==> config.mk <==
export PLATFORM = sky130hd
export DESIGN_NAME = outlier_rejecting_moving_average_core_flat
export DESIGN_NICKNAME = d
export VERILOG_FILES = /design/src/sv/orma_pkg.sv /design/src/sv/orma_if.sv /design/src/sv/orma_ram.sv /design/src/sv/orma_div.sv /design/src/sv/outlier_rejecting_moving_average_core.sv /design/src/flat_wrapper.sv
export SDC_FILE = /design/constraint.sdc
export NUM_CORES = 1
export LEC_CHECK = 0
export BUFFER_PORTS_ARGS = -buffer_cell sky130_fd_sc_hd__buf_2
export CAP_MARGIN = 20
export CORE_AREA = 4 4 147 149
export DETAILED_ROUTE_END_ITERATION = 7
export DIE_AREA = 0 0 151 153
export PLACE_DENSITY = 0.78
export SLEW_MARGIN = 20
export SYNTH_ARGS = -nofsm -noshare
export SYNTH_HDL_FRONTEND = slang
export SYNTH_SLANG_ARGS = --single-unit
==> constraint.sdc <==
create_clock -name clk_i -period 6 [get_ports clk_i]
set_input_delay 1.2 -clock clk_i [delete_from_list [all_inputs] [get_ports clk_i]]
set_output_delay 1.2 -clock clk_i [all_outputs]
set_load 0.005 [all_outputs]
==> src/sv/orma_pkg.sv <==
// Shared types and constants of the outlier-rejecting moving average.
// No dependencies; used by the interfaces, the divider and the top level.
`timescale 1ns / 1ps
`default_nettype none
package orma_pkg;

  // Fixed field widths of the channels and the register.
  localparam int unsigned SAMPLE_W = 12;
  localparam int unsigned AVG_W    = 12;
  localparam int unsigned THR_W    = 12;

  // Configuration port.
  localparam int unsigned PADDR_W = 3;
  localparam int unsigned PDATA_W = 32;
  localparam logic [PADDR_W-3:0] REG_THRESH = '0;
  localparam logic [THR_W-1:0]   THRESH_RST = '1;

  // Divider handshake status.
  typedef struct packed {
    logic busy;
    logic done;
  } div_stat_t;

endpackage
`default_nettype wire

==> src/sv/orma_if.sv <==
// Valid/ready channels for the sample items and the result items.
// Depends on orma_pkg for the field widths.
`timescale 1ns / 1ps
`default_nettype none
interface orma_smp_if;
  logic                           valid;
  logic                           ready;
  logic [orma_pkg::SAMPLE_W-1:0]  sample;

  modport source (output valid, output sample, input ready);
  modport sink   (input valid, input sample, output ready);
endinterface

interface orma_res_if;
  logic                         valid;
  logic                         ready;
  logic [orma_pkg::AVG_W-1:0]   average;
  logic                         accepted;

  modport source (output valid, output average, output accepted, input ready);
  modport sink   (input valid, input average, input accepted, output ready);
endinterface
`default_nettype wire

==> src/sv/orma_ram.sv <==
// Generic single-write, single-read RAM with registered read data.
// No dependencies.
`timescale 1ns / 1ps
`default_nettype none
module orma_ram #(
  parameter int unsigned WIDTH = 12,
  parameter int unsigned DEPTH = 8
) (
  input  wire logic                     clk_i,
  input  wire logic                     we_i,
  input  wire logic [$clog2(DEPTH)-1:0] waddr_i,
  input  wire logic [WIDTH-1:0]         wdata_i,
  input  wire logic                     re_i,
  input  wire logic [$clog2(DEPTH)-1:0] raddr_i,
  output logic      [WIDTH-1:0]         rdata_o
);

  logic [WIDTH-1:0] mem_q [DEPTH];
  logic [WIDTH-1:0] rdata_q;

  always_ff @(posedge clk_i) begin
    if (we_i) begin
      mem_q[waddr_i] <= wdata_i;
    end
    if (re_i) begin
      rdata_q <= mem_q[raddr_i];
    end
  end

  assign rdata_o = rdata_q;

endmodule
`default_nettype wire

==> src/sv/orma_div.sv <==
// Restoring divider, one quotient bit per cycle.
// Depends on orma_pkg for the status struct.
`timescale 1ns / 1ps
`default_nettype none
module orma_div #(
  parameter int unsigned NUM_W = 15,
  parameter int unsigned DEN_W = 4
) (
  input  wire logic                clk_i,
  input  wire logic                rst_ni,
  input  wire logic                start_i,
  input  wire logic [NUM_W-1:0]    num_i,
  input  wire logic [DEN_W-1:0]    den_i,
  output orma_pkg::div_stat_t      stat_o,
  output logic      [NUM_W-1:0]    quot_o
);

  localparam int unsigned CW = $clog2(NUM_W + 1);

  logic [NUM_W-1:0] acc_q;   // dividend shifts out, quotient shifts in
  logic [DEN_W-1:0] rem_q;
  logic [DEN_W-1:0] den_q;
  logic [CW-1:0]    cnt_q;
  logic             busy_q;
  logic             done_q;

  logic [DEN_W:0]   trial;
  logic             ge;
  logic [DEN_W:0]   diff;
  logic [DEN_W-1:0] rem_d;
  logic [NUM_W-1:0] acc_d;

  always_comb begin
    trial = {rem_q, acc_q[NUM_W-1]};
    ge    = trial >= {1'b0, den_q};
    diff  = trial - {1'b0, den_q};
    // remainder stays below the divisor, so it fits DEN_W bits
    rem_d = ge ? diff[DEN_W-1:0] : trial[DEN_W-1:0];
    acc_d = {acc_q[NUM_W-2:0], ge};
  end

  always_ff @(posedge clk_i or negedge rst_ni) begin
    if (!rst_ni) begin
      busy_q <= 1'b0;
      done_q <= 1'b0;
      cnt_q  <= '0;
    end else begin
      done_q <= 1'b0;
      if (start_i) begin
        busy_q <= 1'b1;
        cnt_q  <= CW'(NUM_W);
      end else if (busy_q) begin
        cnt_q <= cnt_q - CW'(1);
        if (cnt_q == CW'(1)) begin
          busy_q <= 1'b0;
          done_q <= 1'b1;
        end
      end
    end
  end

  always_ff @(posedge clk_i) begin
    if (start_i) begin
      acc_q <= num_i;
      rem_q <= '0;
      den_q <= den_i;
    end else if (busy_q) begin
      acc_q <= acc_d;
      rem_q <= rem_d;
    end
  end

  assign stat_o.busy = busy_q;
  assign stat_o.done = done_q;
  assign quot_o      = acc_q;

endmodule
`default_nettype wire

==> src/sv/outlier_rejecting_moving_average_core.sv <==
// Moving average over the last WINDOW accepted samples with outlier rejection.
// Once two samples have been accepted, a sample farther than reject_threshold
// from the current average is rejected, leaves the state alone and the result
// repeats the old average with accepted low. An accepted item passes through
// S_READ (once the window is full), S_UPDATE, S_DIVIDE and S_FINISH; a rejected
// one goes straight to S_FINISH. The average comes from a bit-serial divider of
// sum by count, SUM_W = SAMPLE_BITS + clog2(WINDOW) bits wide, 15 by default.
// Input is taken again as soon as the previous item is through, even if its
// result has not been taken yet. reject_threshold sits at byte address 0.
// Depends on orma_pkg, orma_if, orma_ram and orma_div.
`timescale 1ns / 1ps
`default_nettype none
module outlier_rejecting_moving_average_core #(
  parameter int unsigned WINDOW      = 8,
  parameter int unsigned SAMPLE_BITS = 12
) (
  input  wire logic                            clk_i,
  input  wire logic                            rst_ni,
  orma_smp_if.sink                             smp_i,
  orma_res_if.source                           res_o,
  input  wire logic                            psel,
  input  wire logic                            penable,
  input  wire logic                            pwrite,
  input  wire logic [orma_pkg::PADDR_W-1:0]    paddr,
  input  wire logic [orma_pkg::PDATA_W-1:0]    pwdata,
  output logic      [orma_pkg::PDATA_W-1:0]    prdata,
  output logic                                 pready
);

  localparam int unsigned IDX_W = $clog2(WINDOW);
  localparam int unsigned CNT_W = $clog2(WINDOW + 1);
  localparam int unsigned SUM_W = SAMPLE_BITS + IDX_W;
  localparam int unsigned CMP_W =
      (SAMPLE_BITS > orma_pkg::THR_W) ? SAMPLE_BITS : orma_pkg::THR_W;

  typedef enum logic [2:0] {
    S_IDLE,
    S_READ,
    S_UPDATE,
    S_DIVIDE,
    S_FINISH
  } state_e;

  state_e                       state_q;
  logic [orma_pkg::THR_W-1:0]   thr_q;
  logic [SAMPLE_BITS-1:0]       smp_q;
  logic [SAMPLE_BITS-1:0]       avg_q;
  logic [SUM_W-1:0]             sum_q;
  logic [SUM_W-1:0]             sum_d;
  logic [CNT_W-1:0]             fill_q;
  logic [CNT_W-1:0]             fill_d;
  logic [IDX_W-1:0]             widx_q;
  logic [IDX_W-1:0]             widx_nxt;
  logic                         take_q;
  logic                         ovalid_q;
  logic [orma_pkg::AVG_W-1:0]   oavg_q;
  logic                         oacc_q;

  logic [SAMPLE_BITS-1:0]       s_in;
  logic [SAMPLE_BITS-1:0]       gap;
  logic                         reject;
  logic                         full;
  logic                         in_fire;
  logic                         reg_wr;
  logic                         reg_hit;

  logic [SAMPLE_BITS-1:0]       old_smp;
  logic                         div_start;
  orma_pkg::div_stat_t          div_stat;
  logic [SUM_W-1:0]             quot;

  // ---------------- configuration port ----------------
  assign pready  = 1'b1;
  assign reg_hit = paddr[orma_pkg::PADDR_W-1:2] == orma_pkg::REG_THRESH;
  assign reg_wr  = psel && penable && pwrite && reg_hit;
  assign prdata  = reg_hit ? orma_pkg::PDATA_W'(thr_q) : '0;

  always_ff @(posedge clk_i or negedge rst_ni) begin
    if (!rst_ni) begin
      thr_q <= orma_pkg::THRESH_RST;
    end else if (reg_wr) begin
      thr_q <= pwdata[orma_pkg::THR_W-1:0];
    end
  end

  // ---------------- datapath ----------------
  assign s_in     = SAMPLE_BITS'(smp_i.sample);
  assign gap      = (s_in >= avg_q) ? (s_in - avg_q) : (avg_q - s_in);
  assign reject   = (fill_q > CNT_W'(1)) && (CMP_W'(gap) > CMP_W'(thr_q));
  assign full     = fill_q == CNT_W'(WINDOW);
  assign in_fire  = smp_i.valid && smp_i.ready;
  assign widx_nxt = (widx_q == IDX_W'(WINDOW - 1)) ? '0 : widx_q + IDX_W'(1);

  always_comb begin
    // oldest sample drops out only once the window is full
    sum_d  = sum_q + SUM_W'(smp_q) - (full ? SUM_W'(old_smp) : '0);
    fill_d = full ? fill_q : fill_q + CNT_W'(1);
  end

  assign div_start = state_q == S_UPDATE;

  orma_ram #(
    .WIDTH (SAMPLE_BITS),
    .DEPTH (WINDOW)
  ) u_ring (
    .clk_i   (clk_i),
    .we_i    (state_q == S_UPDATE),
    .waddr_i (widx_q),
    .wdata_i (smp_q),
    .re_i    (state_q == S_READ),
    .raddr_i (widx_q),
    .rdata_o (old_smp)
  );

  orma_div #(
    .NUM_W (SUM_W),
    .DEN_W (CNT_W)
  ) u_div (
    .clk_i   (clk_i),
    .rst_ni  (rst_ni),
    .start_i (div_start),
    .num_i   (sum_d),
    .den_i   (fill_d),
    .stat_o  (div_stat),
    .quot_o  (quot)
  );

  // ---------------- sequencer ----------------
  always_ff @(posedge clk_i or negedge rst_ni) begin
    if (!rst_ni) begin
      state_q  <= S_IDLE;
      avg_q    <= '0;
      sum_q    <= '0;
      fill_q   <= '0;
      widx_q   <= IDX_W'(WINDOW - 1);
      take_q   <= 1'b0;
      ovalid_q <= 1'b0;
      oacc_q   <= 1'b0;
    end else begin
      // S_FINISH reloads the output register itself
      if (ovalid_q && res_o.ready && state_q != S_FINISH) begin
        ovalid_q <= 1'b0;
      end
      case (state_q)
        S_IDLE: begin
          if (in_fire) begin
            take_q <= !reject;
            if (reject) begin
              state_q <= S_FINISH;
            end else begin
              widx_q  <= widx_nxt;
              state_q <= full ? S_READ : S_UPDATE;
            end
          end
        end
        S_READ: begin
          state_q <= S_UPDATE;
        end
        S_UPDATE: begin
          sum_q   <= sum_d;
          fill_q  <= fill_d;
          state_q <= S_DIVIDE;
        end
        S_DIVIDE: begin
          if (div_stat.done) begin
            avg_q   <= SAMPLE_BITS'(quot);
            state_q <= S_FINISH;
          end
        end
        S_FINISH: begin
          if (!ovalid_q || res_o.ready) begin
            ovalid_q <= 1'b1;
            oacc_q   <= take_q;
            state_q  <= S_IDLE;
          end
        end
        default: begin
          state_q <= S_IDLE;
        end
      endcase
    end
  end

  // payload registers
  always_ff @(posedge clk_i) begin
    if (in_fire) begin
      smp_q <= s_in;
    end
    if (state_q == S_FINISH && (!ovalid_q || res_o.ready)) begin
      oavg_q <= orma_pkg::AVG_W'(avg_q);
    end
  end

  assign smp_i.ready    = state_q == S_IDLE;
  assign res_o.valid    = ovalid_q;
  assign res_o.average  = oavg_q;
  assign res_o.accepted = oacc_q;

endmodule
`default_nettype wire
==> src/flat_wrapper.sv <==
// flat-port wrapper written by rule: the top's interface ports become plain ports
module outlier_rejecting_moving_average_core_flat 
#(
  parameter int unsigned WINDOW      = 8,
  parameter int unsigned SAMPLE_BITS = 12
)
  (clk_i, rst_ni, psel, penable, pwrite, paddr, pwdata, prdata, pready, smp_i_valid, smp_i_sample, smp_i_ready, res_o_valid, res_o_average, res_o_accepted, res_o_ready);
  orma_smp_if smp_i_i ();
  orma_res_if res_o_i ();
  input  wire logic clk_i;
  input  wire logic rst_ni;
  input  wire logic psel;
  input  wire logic penable;
  input  wire logic pwrite;
  input  wire logic [orma_pkg::PADDR_W-1:0] paddr;
  input  wire logic [orma_pkg::PDATA_W-1:0] pwdata;
  output logic      [orma_pkg::PDATA_W-1:0] prdata;
  output logic pready;
  input wire logic [$bits(smp_i_i.valid)-1:0] smp_i_valid;
  input wire logic [$bits(smp_i_i.sample)-1:0] smp_i_sample;
  output wire logic [$bits(smp_i_i.ready)-1:0] smp_i_ready;
  output wire logic [$bits(res_o_i.valid)-1:0] res_o_valid;
  output wire logic [$bits(res_o_i.average)-1:0] res_o_average;
  output wire logic [$bits(res_o_i.accepted)-1:0] res_o_accepted;
  input wire logic [$bits(res_o_i.ready)-1:0] res_o_ready;
  assign smp_i_i.valid = smp_i_valid;
  assign smp_i_i.sample = smp_i_sample;
  assign smp_i_ready = smp_i_i.ready;
  assign res_o_valid = res_o_i.valid;
  assign res_o_average = res_o_i.average;
  assign res_o_accepted = res_o_i.accepted;
  assign res_o_i.ready = res_o_ready;
  outlier_rejecting_moving_average_core #(.WINDOW(WINDOW), .SAMPLE_BITS(SAMPLE_BITS)) u_core (.clk_i(clk_i), .rst_ni(rst_ni), .smp_i(smp_i_i), .res_o(res_o_i), .psel(psel), .penable(penable), .pwrite(pwrite), .paddr(paddr), .pwdata(pwdata), .prdata(prdata), .pready(pready));
endmodule
Yosys cells after proc, flatten, opt, wreduce, memory -nomap -nowiden
Memories as Yosys holds them, arrays and structs flattened. A register that Yosys moved wholly into a read port is not among the register bits.
Index checks and enable logic that the tools add are counted.
{"block": "totals", "regBits": 105, "ramBits": 96, "output_inout_bits": 48, "elab_cells": 88, "n_memories": 1}
{"memory": "u_core.u_ring.mem_q", "depth": 8, "width": 12, "read_ports": 1, "rd_ports_with_merged_regs": 1, "wr": 1, "line": "orma_ram.sv:18", "rtl": "logic [WIDTH-1:0] mem_q [DEPTH];"}
{"block": "classes", "addsub": 8, "n_lt_le_gt_ge": 4, "eq_ne": 11, "muxes": 27, "bitwise_logic": 2, "reduce_logical": 18}
{"op": "12-bit 2-to-1 mux", "count": 3}
{"op": "15-bit 2-to-1 mux", "count": 2}
{"op": "12-bit subtractor", "count": 2}
{"op": "4-bit 2-to-1 mux", "count": 4}
{"op": "15-bit by 12-bit adder with 15-bit output", "count": 1}
{"op": "3-bit 2-to-1 mux", "count": 5}
{"op": "3-bit case mux with 5 select lines", "count": 1}
{"op": "15-bit subtractor", "count": 1}
{"op": "12-bit >= comparator", "count": 1}
{"op": "12-bit > comparator", "count": 1}
{"op": "1-bit 2-to-1 mux", "count": 11}
{"op": "1-bit logical AND", "count": 8}
{"op": "3-bit by 2-bit equality test with 1-bit output (second input constant)", "count": 2}
{"op": "3-bit equality test (second input constant)", "count": 2}
{"op": "2-bit AND reduction", "count": 3}
{"op": "3-bit AND reduction", "count": 2}
{"op": "5-bit by 4-bit >= comparator with 1-bit output", "count": 1}
{"op": "4-bit by 1-bit adder with 4-bit output (second input constant)", "count": 1}
{"op": "4-bit by 1-bit equality test with 1-bit output (second input constant)", "count": 1}
{"op": "4-bit equality test (second input constant)", "count": 1}
{"op": "4-bit by 1-bit > comparator with 1-bit output (second input constant)", "count": 1}
{"op": "2-bit inequality test (second input constant)", "count": 2}
{"op": "4-bit by 1-bit subtractor with 4-bit output (second input constant)", "count": 1}
{"op": "4-bit subtractor", "count": 1}
{"op": "other kinds (10)", "count": 12}

Depth between registers and ports, before layout
{"block": "depth", "ltp_word": 7, "mapped_depth": 20, "depth_no_buf": 19}

Modules after synthesis
From an unflattened synthesis, not the netlist that was laid out.
{"block": "unflattened", "hier_cells": 842, "area_unflattened_um2": 11089.4}
{"mod": "outlier_rejecting_moving_average_core", "n_inst": 1, "cells_each": 571, "area_each_um2": 5567.8}
{"mod": "orma_ram", "n_inst": 1, "cells_each": 164, "area_each_um2": 4107.7}
{"mod": "orma_div", "n_inst": 1, "cells_each": 107, "area_each_um2": 1413.9}

Worst setup path before layout
Ideal clock, no wire load.
{"block": "synth_timing", "kind": "input-to-reg", "startpoint": "input port smp_i_sample[0]", "endpoint": "register u_core.widx_q[0]", "setup_time_ps": 82, "arrival_time_ps": 4733, "t_required_ps": 5918, "slack_ps": 1185, "stages": 18, "n_path_buf": 1, "path_cell_list": "inv_1 ha_1 inv_1 fa_1 a21oi_1 o21bai_1 nor4b_2 a2111oi_4 buf_6 mux2_2 ha_1 nor2b_1 o21a_1 o21a_1 o21ai_0 a31oi_1 nor2b_1 mux2_2"}
{"block": "synth_between", "elab_chain_cells": 6}
{"item": "from (decl)", "line": "flat_wrapper.sv:20", "rtl": "input wire logic [$bits(smp_i_i.sample)-1:0] smp_i_sample;"}
{"item": "12-bit subtractor or 12-bit >= comparator (tied branches)", "line": "outlier_rejecting_moving_average_core.sv:88", "rtl": "assign gap = (s_in >= avg_q) ? (s_in - avg_q) : (avg_q - s_in);"}
{"item": "12-bit 2-to-1 mux (*)", "line": "outlier_rejecting_moving_average_core.sv:88"}
{"item": "12-bit > comparator (*)", "line": "outlier_rejecting_moving_average_core.sv:89", "rtl": "assign reject = (fill_q > CNT_W'(1)) && (CMP_W'(gap) > CMP_W'(thr_q));"}
{"item": "1-bit logical AND (*)", "line": "outlier_rejecting_moving_average_core.sv:89"}
{"item": "1-bit inverter (no source line) (*)"}
{"item": "3-bit AND reduction (no source line) (*)"}
{"item": "to (signal assigned)", "line": "outlier_rejecting_moving_average_core.sv:135", "rtl": "widx_q <= IDX_W'(WINDOW - 1);"}
{"item": "to (signal assigned)", "line": "outlier_rejecting_moving_average_core.sv:151", "rtl": "widx_q <= widx_nxt;"}
{"item": "to (decl)", "line": "outlier_rejecting_moving_average_core.sv:52", "rtl": "logic [IDX_W-1:0] widx_q;"}
Mark *: on every way between the ends. The rest lies on a longest branch, timed or not.
A chain may end at the register's enable or synchronous reset.

Worst setup path after layout
{"block": "layout_timing", "startpoint": "input port smp_i_sample[0]", "endpoint": "register u_core.widx_q[2]"}
The elaborated chain is that of the path after synthesis.

==> impl_results.md <==
- Setup Skew: 9.472 ps
- Final Worst Setup Slack: 1010 ps
- Number of global-route vias before repair: 6,854
- Worst Tran Pin Value: 961.3 ps
- Clk root buf: clkbuf_16
- Syn_area_per_cell: 12.34 um2
- Mapped Cells: 895
- DR WL/cell: 17.41 um
- Die Wd: 151 um
- Number of synthesized register bits: 213
- Final min period: 4990 ps
- Clk_lat worst skew: 500 ps
- Share of layout cells above drive strength 1: 19.67%
- Crit share post-route: 83.17%
- Placed Instance Area: 0.01154 mm2
- Top FF cell, synth: edfxtp_1
- Hold Path Stages: 2
- Post-CTS setup buffer count: 0
- CTS sink cnt: 213
- Diodes inserted: 0
- Nets: 1,086
- Largest net degree at the start of global routing: 59
- Initial antenna violation count: 0
- WL final: 21.61 mm
- Initial core utilization: 54.78%
- Min-delay worst type: reg2reg
- Clock Pin Slew Worst Setup and Hold Paths: 60 ps
- CTS tree: done
- Total negative slack: 0 ps
- Ports: 102
- Area occupied by multi-input gates: 0.004342 mm2
- Hold Buf Count CTS: 0
- Vias: 6,851
- Slew margin rel.: 35.91%
- CTS Buffer Depth: 3
- Setup crit start kind: input port
- YS warnings: 0
- Finished Cell Area: 0.01226 mm2
- Setup slack, reg-to-reg: 1390 ps
- Setup WS pre-CTS: 547.3 ps
- Leakage: 5.105 nW
- Post-detail-place hpwl: 14.87 mm
- Critical Path AT: 5410 ps
- # port buffers: 58
- Via density per instance: 5.521
- Reg2reg path depth: 19
- Fin. max-slew vios: 0
- Congestion Overflow GR: 0
- R2r endpoint: u_core.widx_q[2]
- Fmax: 200.4 MHz
- Placed insts: 1,202
- DRC viols: 0
- Setup violations, final: 0
- DIE HEIGHT: 153 um
- Antenna-violating nets left: 0
- First drt pass iteration count: 5
- Final Hold Viols: 0
- Starting DRT DRC Count: 481
- Max_cap viols: 0
- Crit path from: smp_i_sample[0]
- Core Box Area: 0.02017 mm2
- FFs w/ async S/R, synth: 27.23%
- Post-synth EDFFs: 151
- Worst Min Path Start: u_core.u_div.rem_q[3]
- Crit end category: flop
- RSZ-0062 raised after global routing: no
- Area delta synth->final: 10.95%
- CTS H-tree depth: 1
- Register area: 0.006085 mm2
- PostCTS Resize Cnt: 0
- Distinct cells, synth: 72
- Crit Path Category: in2reg
- Final cell count without fillers: 1,241
- Outcome: finished clean
- Mapped Area: 0.01105 mm2
- Layout Utilization: 60.78%
- Fill count: 1,582
- Die area: 0.02310 mm2
- Total GRT Usage: 19.06%
- First-pass GRT wire length: 35.36 mm
- Max VDD drop: 0.3394 mV
- Gpl congestion: 0.8577
- Critical path fanouts, max: 16
- Post-synthesis sequential area ratio: 55.07%
- Pwr Density: 475.4 mW/mm2
- Hold Path End: u_core.u_div.rem_q[3]
- Row cnt: 52
- Clock buffer count from CTS: 21
- Critical path data required time: 6420 ps
- Critical R2R Launch: u_core.avg_q[0]
==> worst max-delay path, cell delays in order <==
cell and delay [ps]:
buf_2 110, inv_1 50, ha_1 160, inv_1 60
fa_1 390, a21oi_1 150, o21bai_1 130, nor4b_2 200
a2111oi_4 270, buf_4 280, a211oi_1 80, a31o_2 230
xnor2_1 180, ha_1 270, a21o_1 160, a21o_1 170
a21oi_1 140, or2_2 120, a31oi_1 190, nor2b_1 470
mux2_2 390
==> metal layers <==
| metal | GRT usage, % | vias up | wire length [um] |
|---|---|---|---|
| met5 | 0 | - | 0 |
| met4 | 4.361 | 0 | 474 |
| met3 | 2.399 | 33 | 1062 |
| met2 | 32.33 | 161 | 10660 |
| met1 | 26.39 | 3397 | 9413 |
| li1 | - | 3260 | - |
==> synthesized netlist by cell type, types with 3 or more instances <==
cell type	instances	area share (%)
edfxtp_1	151	41
inv_1	105	3.6
ha_1	61	6.9
nand2_1	59	2.0
nor2_1	51	1.7
mux2_2	44	4.5
dfrtp_1	43	9.7
a21oi_1	34	1.5
o21ai_0	32	1.4
buf_4	21	1.4
a21o_1	20	1.4
clkbuf_1	19	0.65
mux4_2	16	3.3
and2_1	15	0.85
dfstp_2	15	3.6
fa_1	15	2.7
nor2b_1	14	0.79
xnor2_1	13	1.0
xor2_1	11	0.87
a211oi_1	10	0.68
mux2i_1	10	0.91
nand2b_1	10	0.57
nand3_1	10	0.45
o21a_1	10	0.68
nor3_1	9	0.41
nand4_1	8	0.45
a31oi_1	6	0.34
a22oi_1	5	0.34
and3_1	5	0.28
buf_1	5	0.17
buf_6	5	0.51
dfxtp_1	4	0.72
o211ai_1	4	0.27
o221ai_1	4	0.32
o31ai_1	4	0.27
nor3b_1	3	0.20
==> per-stage QoR <==
step | hold WS (ps) | power (mW)
after global placement | 461.3 | 4.408
after global routing | 504.4 | 6.273
after floorplan | 441.1 | 3.984
after CTS | 483.6 | 5.846
final | 480.5 | 5.827
after detailed placement | 470.2 | 4.477
==> cell families (layout without fill, tap and decap cells) <==
| logic type | after synthesis | count (layout) | share of synthesized area (%) |
|---|---|---|---|
| multiplexers | 70 | 70 | 8.652 |
| other | 2 | 21 | 0.06798 |
| adder cells (fa/ha/maj) | 76 | 76 | 9.626 |
| AND/OR/NAND/NOR | 198 | 198 | 8.800 |
| XOR/XNOR | 24 | 24 | 1.903 |
| flip-flops | 213 | 213 | 55.07 |
| buffers and inverters | 159 | 216 | 6.568 |
| AO/OA/AOI/OAI | 153 | 153 | 9.309 |
==> flip-flops by register name (all words and copies together) (netlist names), 12 cells and up <==
register	flops
u_core.thr_q	12
u_core.res_o.average	12
u_core.sum_q	15
u_core.u_ring.rdata_o	12
u_core.u_ring.mem_q	96
u_core.smp_q	12
u_core.u_div.quot_o	15
u_core.avg_q	12
==> report_power, final <==
group          switching [mW]  internal [mW]
combinational            1.27           1.03
sequential              0.258           1.93
clock                   0.533          0.803
==> cell type report <==
type	count	share of cell area, %
multi-input combinational	542	35.42
tap	270	2.756
sequential	213	49.64
inverter	106	3.246
clock buffer	29	4.695
timing repair buffer	72	3.205
clock inverter	9	1.041
==> cell usage in the layout, fill, tap and decap left out, types with 11 or more instances in the layout <==
cell	n
a21o_1	20
a21oi_1	34
and2_1	15
buf_2	59
buf_4	13
clkbuf_16	21
conb_1	21
dfrtp_1	43
dfstp_2	15
edfxtp_1	151
fa_1	15
ha_1	61
inv_1	105
mux2_2	44
mux4_2	16
nand2_1	59
nor2_1	51
nor2b_1	14
o21ai_0	32
xnor2_1	13
xor2_1	11
==> how the worst max path moves through the flow <==
stage | depth (start not counted) | to | slack, ps
global route | 19 | u_core.widx_q[2] | 770
CTS | 19 | u_core.state_q[0] | 1050
floorplan | 18 | u_core.widx_q[0] | 1190
global placement | 19 | u_core.widx_q[0] | 600
finish | 21 | u_core.widx_q[2] | 1010
detailed placement | 19 | u_core.widx_q[1] | 550
No activity file was read; power rests on OpenSTA's default activity.
